**config.mk**
```make
export PLATFORM = sky130hd
export DESIGN_NAME = sptr_ctrl
export DESIGN_NICKNAME = d
export VERILOG_FILES = /design/src/rtl/sptr_pkg.sv /design/src/rtl/sptr_ctrl.sv
export SDC_FILE = /design/constraint.sdc
export NUM_CORES = 1
export LEC_CHECK = 0
export BUFFER_PORTS_ARGS = -buffer_cell sky130_fd_sc_hd__buf_2
export CAP_MARGIN = 20
export CORE_MARGIN = 2
export CORE_UTILIZATION = 47
export CTS_BUF_LIST = sky130_fd_sc_hd__clkbuf_4 sky130_fd_sc_hd__clkbuf_8 sky130_fd_sc_hd__clkbuf_16
export CTS_CLUSTER_SIZE = 28
export DETAILED_ROUTE_END_ITERATION = 8
export GPL_TIMING_DRIVEN = 0
export PLACE_DENSITY_LB_ADDON = 0.1
export SLEW_MARGIN = 20
export SYNTH_ARGS = -nofsm -noshare
export SYNTH_HDL_FRONTEND = slang
export SYNTH_SLANG_ARGS = --single-unit
```
**constraint.sdc**
```tcl
create_clock -name clk -period 3.49 [get_ports clk]
set_clock_uncertainty 0.05 [all_clocks]
set_input_delay 0.698 -clock clk [delete_from_list [all_inputs] [get_ports clk]]
set_output_delay 0.698 -clock clk [all_outputs]
set_load 0.05 [all_outputs]
```
**src/rtl/sptr_pkg.sv**
```systemverilog
`default_nettype none
// ----------------------------------------------------------------------------
// sptr_pkg: shared types and constants of the sandpile tile relaxer
// op codes, register indexes, select codes, the command and status groups
// between controller and datapath, and the saturating adder
// ----------------------------------------------------------------------------
package sptr_pkg;

  localparam int DIM_W     = 9;   // holds a tile dimension up to 256
  localparam int CNT_W     = 11;  // up to four sides of 256 spill entries
  localparam int REG_IDX_W = 3;
  localparam int PEND_W    = 9;

  localparam logic [2:0] OP_WRITE = 3'd0;
  localparam logic [2:0] OP_ADD   = 3'd1;
  localparam logic [2:0] OP_RELAX = 3'd2;
  localparam logic [2:0] OP_READ  = 3'd3;
  localparam logic [2:0] OP_SPILL = 3'd4;

  localparam logic [1:0] SIDE_TOP    = 2'd0;
  localparam logic [1:0] SIDE_RIGHT  = 2'd1;
  localparam logic [1:0] SIDE_BOTTOM = 2'd2;
  localparam logic [1:0] SIDE_LEFT   = 2'd3;

  localparam logic [REG_IDX_W-1:0] REG_TILE_COLS   = 3'd0;
  localparam logic [REG_IDX_W-1:0] REG_TILE_ROWS   = 3'd1;
  localparam logic [REG_IDX_W-1:0] REG_ORIGIN_X    = 3'd2;
  localparam logic [REG_IDX_W-1:0] REG_ORIGIN_Y    = 3'd3;
  localparam logic [REG_IDX_W-1:0] REG_GRID_WIDTH  = 3'd4;
  localparam logic [REG_IDX_W-1:0] REG_GRID_HEIGHT = 3'd5;

  // address selects for cell reads and queued-flag writes
  localparam logic [1:0] ADDR_ITEM = 2'd0;
  localparam logic [1:0] ADDR_SCAN = 2'd1;
  localparam logic [1:0] ADDR_CUR  = 2'd2;
  localparam logic [1:0] ADDR_TGT  = 2'd3;

  // cell write kinds; each implies its address
  localparam logic [1:0] WR_SET  = 2'd0;  // item address, item value
  localparam logic [1:0] WR_ADD  = 2'd1;  // item address, cell plus value
  localparam logic [1:0] WR_REM  = 2'd2;  // toppling cell keeps remainder
  localparam logic [1:0] WR_GIVE = 2'd3;  // neighbour cell plus grains

  localparam logic [1:0] RES_ZERO  = 2'd0;
  localparam logic [1:0] RES_CELL  = 2'd1;
  localparam logic [1:0] RES_SPILL = 2'd2;

  localparam logic [1:0] KIND_LOST  = 2'd0;
  localparam logic [1:0] KIND_CELL  = 2'd1;
  localparam logic [1:0] KIND_SPILL = 2'd2;

  typedef struct packed {
    logic       capture;
    logic       cell_rd;
    logic [1:0] cell_rsel;
    logic       cell_wr;
    logic [1:0] cell_wsel;
    logic       spill_rd;
    logic       spill_rtgt;
    logic       spill_wr;
    logic       relax_init;
    logic       scan_step;
    logic       fifo_push;
    logic       push_tgt;
    logic       fifo_pop;
    logic       cur_load;
    logic       topple_load;
    logic       nb_clear;
    logic       nb_step;
    logic       tgt_load;
    logic       q_rd;
    logic       q_wr;
    logic [1:0] q_wsel;
    logic       res_load;
    logic [1:0] res_sel;
    logic       pend_load;
    logic       out_load;
  } cmd_t;

  typedef struct packed {
    logic [2:0] op;
    logic       in_tile;
    logic       hot;
    logic       scan_last;
    logic       fifo_empty;
    logic [1:0] kind;
    logic       nb_last;
    logic       give_hot;
    logic       queued;
  } stat_t;

  function automatic logic [15:0] sat_add16(input logic [15:0] a, input logic [15:0] b);
    logic [16:0] s;
    s = {1'b0, a} + {1'b0, b};
    return s[16] ? 16'hFFFF : s[15:0];
  endfunction

endpackage
`default_nettype wire

```
**src/rtl/sptr_ctrl.sv**
```systemverilog
`default_nettype none
// ----------------------------------------------------------------------------
// sptr_ctrl: sequencer of the sandpile tile relaxer
// walks each op through its memory accesses and owns the handshakes
// ----------------------------------------------------------------------------
module sptr_ctrl (
  input  wire logic          clk,
  input  wire logic          rst,
  input  wire logic          in_valid,
  output logic               in_stall,
  output logic               out_valid,
  input  wire logic          out_stall,
  input  wire sptr_pkg::stat_t stat,
  output sptr_pkg::cmd_t     cmd
);
  import sptr_pkg::*;

  localparam logic [4:0] S_IDLE  = 5'd0;
  localparam logic [4:0] S_DISP  = 5'd1;
  localparam logic [4:0] S_CELL  = 5'd2;
  localparam logic [4:0] S_SPILL = 5'd3;
  localparam logic [4:0] S_SCAN  = 5'd4;
  localparam logic [4:0] S_SCANC = 5'd5;
  localparam logic [4:0] S_POP   = 5'd6;
  localparam logic [4:0] S_LOAD  = 5'd7;
  localparam logic [4:0] S_FETCH = 5'd8;
  localparam logic [4:0] S_TOP   = 5'd9;
  localparam logic [4:0] S_NB    = 5'd10;
  localparam logic [4:0] S_NBRC  = 5'd11;
  localparam logic [4:0] S_NBC   = 5'd12;
  localparam logic [4:0] S_NBQ   = 5'd13;
  localparam logic [4:0] S_NBRS  = 5'd14;
  localparam logic [4:0] S_NBS   = 5'd15;
  localparam logic [4:0] S_FIN   = 5'd16;
  localparam logic [4:0] S_DONE  = 5'd17;

  logic [4:0] state;
  logic [4:0] state_next;
  logic       in_acc;
  logic       out_free;
  logic [4:0] adv_state;

  assign in_stall = (state != S_IDLE);
  assign in_acc   = in_valid && !in_stall;
  assign out_free = !out_valid || !out_stall;
  // after a neighbour: next direction, or back to the work list
  assign adv_state = stat.nb_last ? S_POP : S_NB;

  always_comb begin
    cmd        = '0;
    state_next = state;
    unique case (state)
      S_IDLE: begin
        if (in_acc) begin
          cmd.capture = 1'b1;
          state_next  = S_DISP;
        end
      end
      S_DISP: begin
        cmd.res_load = 1'b1;
        cmd.res_sel  = RES_ZERO;
        state_next   = S_DONE;
        unique case (stat.op)
          OP_WRITE: begin
            cmd.cell_wr   = stat.in_tile;
            cmd.cell_wsel = WR_SET;
          end
          OP_ADD, OP_READ: begin
            if (stat.in_tile) begin
              cmd.cell_rd   = 1'b1;
              cmd.cell_rsel = ADDR_ITEM;
              state_next    = S_CELL;
            end
          end
          OP_SPILL: begin
            cmd.spill_rd = 1'b1;
            state_next   = S_SPILL;
          end
          OP_RELAX: begin
            cmd.relax_init = 1'b1;
            state_next     = S_SCAN;
          end
          default: begin
          end
        endcase
      end
      S_CELL: begin
        if (stat.op == OP_ADD) begin
          cmd.cell_wr   = 1'b1;
          cmd.cell_wsel = WR_ADD;
        end else begin
          cmd.res_load = 1'b1;
          cmd.res_sel  = RES_CELL;
        end
        state_next = S_DONE;
      end
      S_SPILL: begin
        cmd.res_load = 1'b1;
        cmd.res_sel  = RES_SPILL;
        state_next   = S_DONE;
      end
      S_SCAN: begin
        cmd.cell_rd   = 1'b1;
        cmd.cell_rsel = ADDR_SCAN;
        state_next    = S_SCANC;
      end
      S_SCANC: begin
        cmd.q_wr      = 1'b1;
        cmd.q_wsel    = ADDR_SCAN;
        cmd.fifo_push = stat.hot;
        cmd.scan_step = 1'b1;
        state_next    = stat.scan_last ? S_POP : S_SCAN;
      end
      S_POP: begin
        if (stat.fifo_empty) begin
          state_next = S_FIN;
        end else begin
          cmd.fifo_pop = 1'b1;
          state_next   = S_LOAD;
        end
      end
      S_LOAD: begin
        cmd.cur_load = 1'b1;
        state_next   = S_FETCH;
      end
      S_FETCH: begin
        cmd.cell_rd   = 1'b1;
        cmd.cell_rsel = ADDR_CUR;
        cmd.q_wr      = 1'b1;
        cmd.q_wsel    = ADDR_CUR;
        state_next    = S_TOP;
      end
      S_TOP: begin
        if (stat.hot) begin
          cmd.cell_wr     = 1'b1;
          cmd.cell_wsel   = WR_REM;
          cmd.topple_load = 1'b1;
          cmd.nb_clear    = 1'b1;
          state_next      = S_NB;
        end else begin
          state_next = S_POP;
        end
      end
      S_NB: begin
        cmd.tgt_load = 1'b1;
        unique case (stat.kind)
          KIND_CELL:  state_next = S_NBRC;
          KIND_SPILL: state_next = S_NBRS;
          default: begin
            cmd.nb_step = 1'b1;
            state_next  = adv_state;
          end
        endcase
      end
      S_NBRC: begin
        cmd.cell_rd   = 1'b1;
        cmd.cell_rsel = ADDR_TGT;
        state_next    = S_NBC;
      end
      S_NBC: begin
        cmd.cell_wr   = 1'b1;
        cmd.cell_wsel = WR_GIVE;
        if (stat.give_hot) begin
          cmd.q_rd   = 1'b1;
          state_next = S_NBQ;
        end else begin
          cmd.nb_step = 1'b1;
          state_next  = adv_state;
        end
      end
      S_NBQ: begin
        if (!stat.queued) begin
          cmd.fifo_push = 1'b1;
          cmd.push_tgt  = 1'b1;
          cmd.q_wr      = 1'b1;
          cmd.q_wsel    = ADDR_TGT;
        end
        cmd.nb_step = 1'b1;
        state_next  = adv_state;
      end
      S_NBRS: begin
        cmd.spill_rd   = 1'b1;
        cmd.spill_rtgt = 1'b1;
        state_next     = S_NBS;
      end
      S_NBS: begin
        cmd.spill_wr = 1'b1;
        cmd.nb_step  = 1'b1;
        state_next   = adv_state;
      end
      S_FIN: begin
        cmd.pend_load = 1'b1;
        state_next    = S_DONE;
      end
      S_DONE: begin
        if (out_free) begin
          cmd.out_load = 1'b1;
          state_next   = S_IDLE;
        end
      end
      default: state_next = S_IDLE;
    endcase
  end

  always_ff @(posedge clk) begin
    if (rst) begin
      state     <= S_IDLE;
      out_valid <= 1'b0;
    end else begin
      state <= state_next;
      if (cmd.out_load) begin
        out_valid <= 1'b1;
      end else if (!out_stall) begin
        out_valid <= 1'b0;
      end
    end
  end

endmodule
`default_nettype wire

```
==> flow_metrics.env, run 1 <==
export IMPL_grt_pass1_wl_um=4110
export IMPL_p_int_uw=180
export IMPL_root_buffer="clkbuf_4"
export IMPL_synth_nets=147
export IMPL_worstPathArrival_ps=2050
export IMPL_postCtsSetupBuffers=0
export IMPL_hold_ws_ps=473
export IMPL_drive_gt1_frac=0.348
export IMPL_ff2ff_path_depth=4
export IMPL_min_path_cells=2
export IMPL_outcome="finished, final reports clean"
export IMPL_slowest_stage="or3b_1"
export IMPL_netlist_area_sq_um=842
export IMPL_diodes=0
export IMPL_hold_viol_final=0
export IMPL_ioPinCount=47
export IMPL_dieArea_sq_mm=0.00215
export IMPL_place_congestion=0.873
export IMPL_dp_slack_ps=675
export IMPL_cts_hold_buf=0
export IMPL_crit_chain="buf_2, or3b_1, o32a_1, nor3_2, a211o_1, buf_2"
export IMPL_ys_async_sr_fraction=0
export IMPL_reg2reg_to="state[2]"
export IMPL_power_uw=367
export IMPL_combPwrFrac=0.604
export IMPL_clkSinkCount=6
export IMPL_nFillCells=168
export IMPL_post_synth_top_area_fraction=0.143
export IMPL_drtIter0Drc=24
export IMPL_hold_start="out_valid"
export IMPL_pwr_share_clk=0.181
export IMPL_drtAntennaViolNets=0
export IMPL_p_leak_nw=0.642
export IMPL_cts_tree="yes"
export IMPL_path_class="input pin to output port"
export IMPL_route_detailed_drc=0
export IMPL_ys_seq_elements=6
export IMPL_r2r_start="state[1]"
export IMPL_cap_violations=0
export IMPL_coreArea_sq_mm=0.00171
export IMPL_rsz0062_at_grt="false"
export IMPL_min_path_type="register to register"
export IMPL_syn_to_final_growth_pct=34.3
export IMPL_synth_avg_cell_area_sq_um=6.53
export IMPL_relSlewSlack=0.673
export IMPL_synth_cell_types=43
export IMPL_cts_buffer_depth=2
export IMPL_post_route_util=0.662
export IMPL_dp_hpwl_um=2110
export IMPL_powerDensity_mw_per_mm2=325
export IMPL_numCtsBuffers=3
export IMPL_worst_ep_required_time_ps=2740
export IMPL_worst_slack_ps=689
export IMPL_post_cts_resized=0
export IMPL_synth_ff_type="dfxtp_1"
export IMPL_clk_pin_slew_worst_paths_ps=40
export IMPL_timing_final_crit_share=0.803
export IMPL_grt_overflow_total=0
export IMPL_finalNetCount=198
export IMPL_critPathLaunchType="input pin"
export IMPL_yosysWarningCount=0
export IMPL_synth_area_leaders="dfxtp_1, nor2_1, nand2_1"
export IMPL_synth_top_area_cell="dfxtp_1"
export IMPL_total_switching_power_uw=187
export IMPL_clk_latency_ps=250
export IMPL_antenna_found_initial=0
export IMPL_htreeDepth=1
export IMPL_firstDrtPassIters=5
export IMPL_regToRegSetupSlack_ps=1770
export IMPL_worst_pin_slew_ps=490
export IMPL_min_period_ps=2800
export IMPL_netlist_instances=129
export IMPL_critPathMaxFanout=6
export IMPL_seq_area_frac_synth=0.143
export IMPL_cp_end_kind="output port"
export IMPL_peakVddDrop_uv=221
export IMPL_avgRoutedWirePerCell_um=13.2
export IMPL_row_count=15
export IMPL_max_stage_delay_ps=420
export IMPL_cp_common_cell="buf_2"
export IMPL_cp_top_family="simple AND/OR/NAND/NOR gates"
export IMPL_grt_max_degree=11
export IMPL_synth_edff_count=0
export IMPL_routed_wirelength_um=2690
export IMPL_critPathBufInv=2
export IMPL_die_w_um=46.3
export IMPL_fmax_ghz=0.357
export IMPL_layout_common_cells="buf_2, nor2_1, nand2_1"
export IMPL_vias_per_cell=5.73
export IMPL_grt_usage=0.267
export IMPL_report_final_slew_viol_count=0
export IMPL_initial_core_util=0.493
export IMPL_min_to="out_valid"
export IMPL_setup_viol=0
export IMPL_vias=1164
export IMPL_grt_pass1_vias=928
export IMPL_setup_tns_ps=0
export IMPL_swShare=0.510
export IMPL_io_buffers=46
export IMPL_final_common_cell="buf_2"
export IMPL_die_h_um=46.3
export IMPL_pwr_share_seq=0.216
[cell usage after synthesis, drive strengths merged (2+ instances only)]
cell type	n
nor2b	3
a211o	2
or3b	2
o21bai	2
nor3b	2
and3	5
o21ai	3
dfxtp	6
inv	7
ha	2
nand3	4
buf	7
a21o	4
nand3b	2
clkbuf	2
nor3	9
nand2b	6
or2	2
a21oi	6
nand2	14
a31oi	4
nor2	18
a221oi	2
[power groups by stage]
stage	combinational (mW)	sequential (mW)	clock, mW
detailed placement	0.220	0.0805	0
finish	0.222	0.0792	0.0664
floorplan	0.162	0.0816	0
CTS	0.220	0.0792	0.0692
global route	0.237	0.0798	0.0728
global placement	0.217	0.0802	0
[routing by layer]
layer  vias to the layer above  GRT usage  part of all wire
met5                         -          0                 0
met4                         0     0.0857             0.019
met3                         8     0.0471              0.10
met2                        67      0.419              0.46
met1                       524      0.365              0.42
li1                        565          -                 -
[registers in the layout, summed over array words and instances, names as in the netlist]
| name | count |
|---|---|
| out_valid | 1 |
| state | 5 |
[worst max-delay path by stage]
stage | startpoint | endpoint | depth (start not counted)
6_report | stat[11] | cmd[24] | 6
4_1_cts | stat[11] | cmd[24] | 6
3_5_place_dp | stat[11] | cmd[24] | 6
5_1_grt | state[3] | cmd[12] | 6
3_3_place_gp | stat[11] | cmd[24] | 6
2_1_floorplan | stat[11] | cmd[24] | 4
[cell families (layout without fill, tap and decap cells)]
group / after synthesis / after routing / share of synthesized area
AO/OA/AOI/OAI: 31 / 31 / 0.266
buffers and inverters: 16 / 65 / 0.0832
adder cells (fa/ha/maj): 2 / 2 / 0.0297
AND/OR/NAND/NOR: 74 / 74 / 0.478
flip-flops: 6 / 6 / 0.143
[per-stage QoR]
stage,instances,area (sq um)
6_report,203,1130
5_1_grt,203,1130
4_1_cts,203,1130
3_5_place_dp,200,1110
3_3_place_gp,200,1110
2_1_floorplan,129,847
[cell type report]
type	count	area [sq um]	share of cell area
plain buffers	9	43.8	0.0387
clock buffers	3	22.5	0.0199
inverters	7	26.3	0.0232
multi-input cells	107	657	0.581
flip-flops and latches	6	120	0.106
well taps	25	31.3	0.0277
repair buffers	46	230	0.204
[worst reg2reg max path, cell delays in order, from the launching register on]
cell and delay [ps]:
dfxtp_1 510, clkbuf_1 390, o32ai_1 170, a221oi_1 360, a31oi_1 120
(Power assumes the default switching activity.)
==> run 2: changes to the inputs <==
ABC_AREA = 1   (was default)
CORE_UTILIZATION = 44   (was 47)
clock period = 2.8 ns   (was 3.49 ns; I/O delays follow)
==> flow_metrics.env, run 2 <==
export IMPL_outcome="finished, final reports clean"
export IMPL_grt_pass1_wl_um=3850
export IMPL_p_leak_nw=0.752
export IMPL_clk_pin_slew_worst_paths_ps=50
export IMPL_vias=1075
export IMPL_numCtsBuffers=3
export IMPL_yosysWarningCount=0
export IMPL_cp_top_family="simple AND/OR/NAND/NOR gates"
export IMPL_worstPathArrival_ps=1800
export IMPL_synth_edff_count=0
export IMPL_root_buffer="clkbuf_4"
export IMPL_dp_hpwl_um=2060
export IMPL_report_final_slew_viol_count=0
export IMPL_io_buffers=46
export IMPL_worst_pin_slew_ps=341
export IMPL_r2r_start="state[1]"
export IMPL_htreeDepth=1
export IMPL_setup_viol=0
export IMPL_seq_area_frac_synth=0.143
export IMPL_drive_gt1_frac=0.364
export IMPL_routed_wirelength_um=2440
export IMPL_slowest_stage="dfxtp_1"
export IMPL_cp_end_kind="output port"
export IMPL_netlist_instances=149
export IMPL_reg2reg_to="state[3]"
export IMPL_cts_buffer_depth=2
export IMPL_ff2ff_path_depth=7
export IMPL_initial_core_util=0.475
export IMPL_die_w_um=47.7
export IMPL_timing_final_crit_share=0.861
export IMPL_row_count=15
export IMPL_critPathLaunchType="register"
export IMPL_cts_tree="yes"
export IMPL_worst_ep_required_time_ps=2190
export IMPL_drtIter0Drc=36
export IMPL_grt_max_degree=9
export IMPL_drtAntennaViolNets=0
export IMPL_coreArea_sq_mm=0.00176
export IMPL_final_common_cell="buf_2"
export IMPL_grt_pass1_vias=904
export IMPL_hold_ws_ps=438
export IMPL_syn_to_final_growth_pct=34.8
export IMPL_power_uw=463
export IMPL_synth_area_leaders="nand2_1, dfxtp_1, inv_1"
export IMPL_min_path_type="register to register"
export IMPL_layout_common_cells="buf_2, nand2_1, inv_1"
export IMPL_crit_cells=7
export IMPL_crit_end="cmd[24]"
export IMPL_ys_async_sr_fraction=0
export IMPL_firstDrtPassIters=4
export IMPL_crit_chain="nand2_1, inv_2, nand2_1, nor2_2, a21oi_1, nand3_1, buf_2"
export IMPL_ioPinCount=47
export IMPL_cp_common_cell="nand2_1"
export IMPL_cap_violations=0
export IMPL_grt_overflow_total=0
export IMPL_grt_usage=0.237
export IMPL_critPathBufInv=2
export IMPL_synth_most_common_cell="nand2_1"
export IMPL_reg_top3="state (5), out_valid (1)"
export IMPL_ys_seq_elements=6
export IMPL_regToRegSetupSlack_ps=1290
export IMPL_max_stage_delay_ps=450
export IMPL_largest_register_ff_count=5
export IMPL_vias_per_cell=4.82
export IMPL_diodes=0
export IMPL_peakVddDrop_uv=394
export IMPL_fmax_ghz=0.415
export IMPL_rsz0062_at_grt="false"
export IMPL_dieArea_sq_mm=0.00227
export IMPL_place_congestion=0.904
export IMPL_largest_register="state"
export IMPL_clk_latency_ps=240
export IMPL_synth_avg_cell_area_sq_um=5.63
export IMPL_avgRoutedWirePerCell_um=10.9
export IMPL_hold_viol_final=0
export IMPL_synth_nets=167
export IMPL_synth_ff_type="dfxtp_1"
export IMPL_powerDensity_mw_per_mm2=410
export IMPL_die_h_um=47.7
export IMPL_path_class="register to output port"
export IMPL_min_period_ps=2410
export IMPL_post_synth_top_area_fraction=0.152
export IMPL_synth_common_cells="nand2_1, inv_1, nor2_1, nand3_1, nor3_1"
export IMPL_relSlewSlack=0.772
export IMPL_netlist_area_sq_um=838
export IMPL_route_detailed_drc=0
export IMPL_clkSinkCount=6
export IMPL_cts_hold_buf=0
export IMPL_critPathMaxFanout=5
export IMPL_post_cts_resized=0
export IMPL_synth_cell_types=23
export IMPL_setup_tns_ps=0
export IMPL_hold_start="out_valid"
export IMPL_synth_top_area_cell="nand2_1"
export IMPL_antenna_found_initial=0
export IMPL_postCtsSetupBuffers=0
export IMPL_finalNetCount=218
export IMPL_setup_worst_path_start="state[0]"
==> run 2: cell count changes in the layout (fill, tap and decap cells not counted), moves of 4 or more <==
cell	before	now
nor2_2	0	5
nor2_4	0	4
buf_2	51	46
and3_1	5	0
inv_1	7	31
nand2_1	14	34
a21o_1	4	0
nand2b_1	6	0
inv_2	0	5
nand3_1	4	10
==> run 2: how the worst min path moves through the flow <==
| stage | cells after the start | endpoint |
|---|---|---|
| 4_1_cts | 2 | out_valid |
| 2_1_floorplan | 2 | out_valid |
| 3_3_place_gp | 2 | out_valid |
| 5_1_grt | 2 | out_valid |
| 3_5_place_dp | 2 | out_valid |
| 6_report | 2 | out_valid |
==> run 2: layout make-up <==
| cell class | count | area, sq um |
|---|---|---|
| well taps | 25 | 31.3 |
| clock buffers | 3 | 22.5 |
| plain buffers | 1 | 7.51 |
| flip-flops and latches | 6 | 120 |
| repair buffers | 46 | 230 |
| inverters | 37 | 153 |
| fillers | 205 | 634 |
| multi-input cells | 105 | 566 |
==> run 2: per-stage QoR <==
stage | worst slack (ps) | cells | utilization | area [sq um]
2_1_floorplan | 37.5 | 149 | - | 846
3_3_place_gp | 619 | 220 | 0.628 | 1110
3_5_place_dp | 634 | 220 | 0.628 | 1110
4_1_cts | 400 | 223 | 0.640 | 1130
5_1_grt | 258 | 223 | 0.640 | 1130
6_report | 388 | 223 | 0.640 | 1130
==> run 2: worst reg2reg max path: cells and delay by family (launching register included) <==
family | cells | cell delay [ps]
buf+inv | 2 | 170
simple gates | 4 | 670
compound gates | 1 | 90
flops | 1 | 410
==> run 2: cell families after synthesis <==
group	count (synthesis)	share of synthesized area
simple gates	86	0.516
fa+ha+maj	2	0.0298
flops	6	0.143
buf+inv	38	0.191
compound gates	17	0.119
==> run 2: routing by layer <==
layer / track usage / up-vias / routed length [um] / part of all wire
met3: 0.0302 / 0 / 188 / 0.077
met4: 0.0703 / 0 / 0 / 0
met5: 0 / - / 0 / 0
met2: 0.378 / 44 / 1120 / 0.46
met1: 0.334 / 462 / 1130 / 0.46
li1: - / 569 / - / -
==> run 2: power breakdown <==
group          switching (mW)  total [mW]  internal [mW]
Clock                  0.0306      0.0791         0.0484
Sequential             0.0150       0.110         0.0949
Combinational           0.196       0.274         0.0781
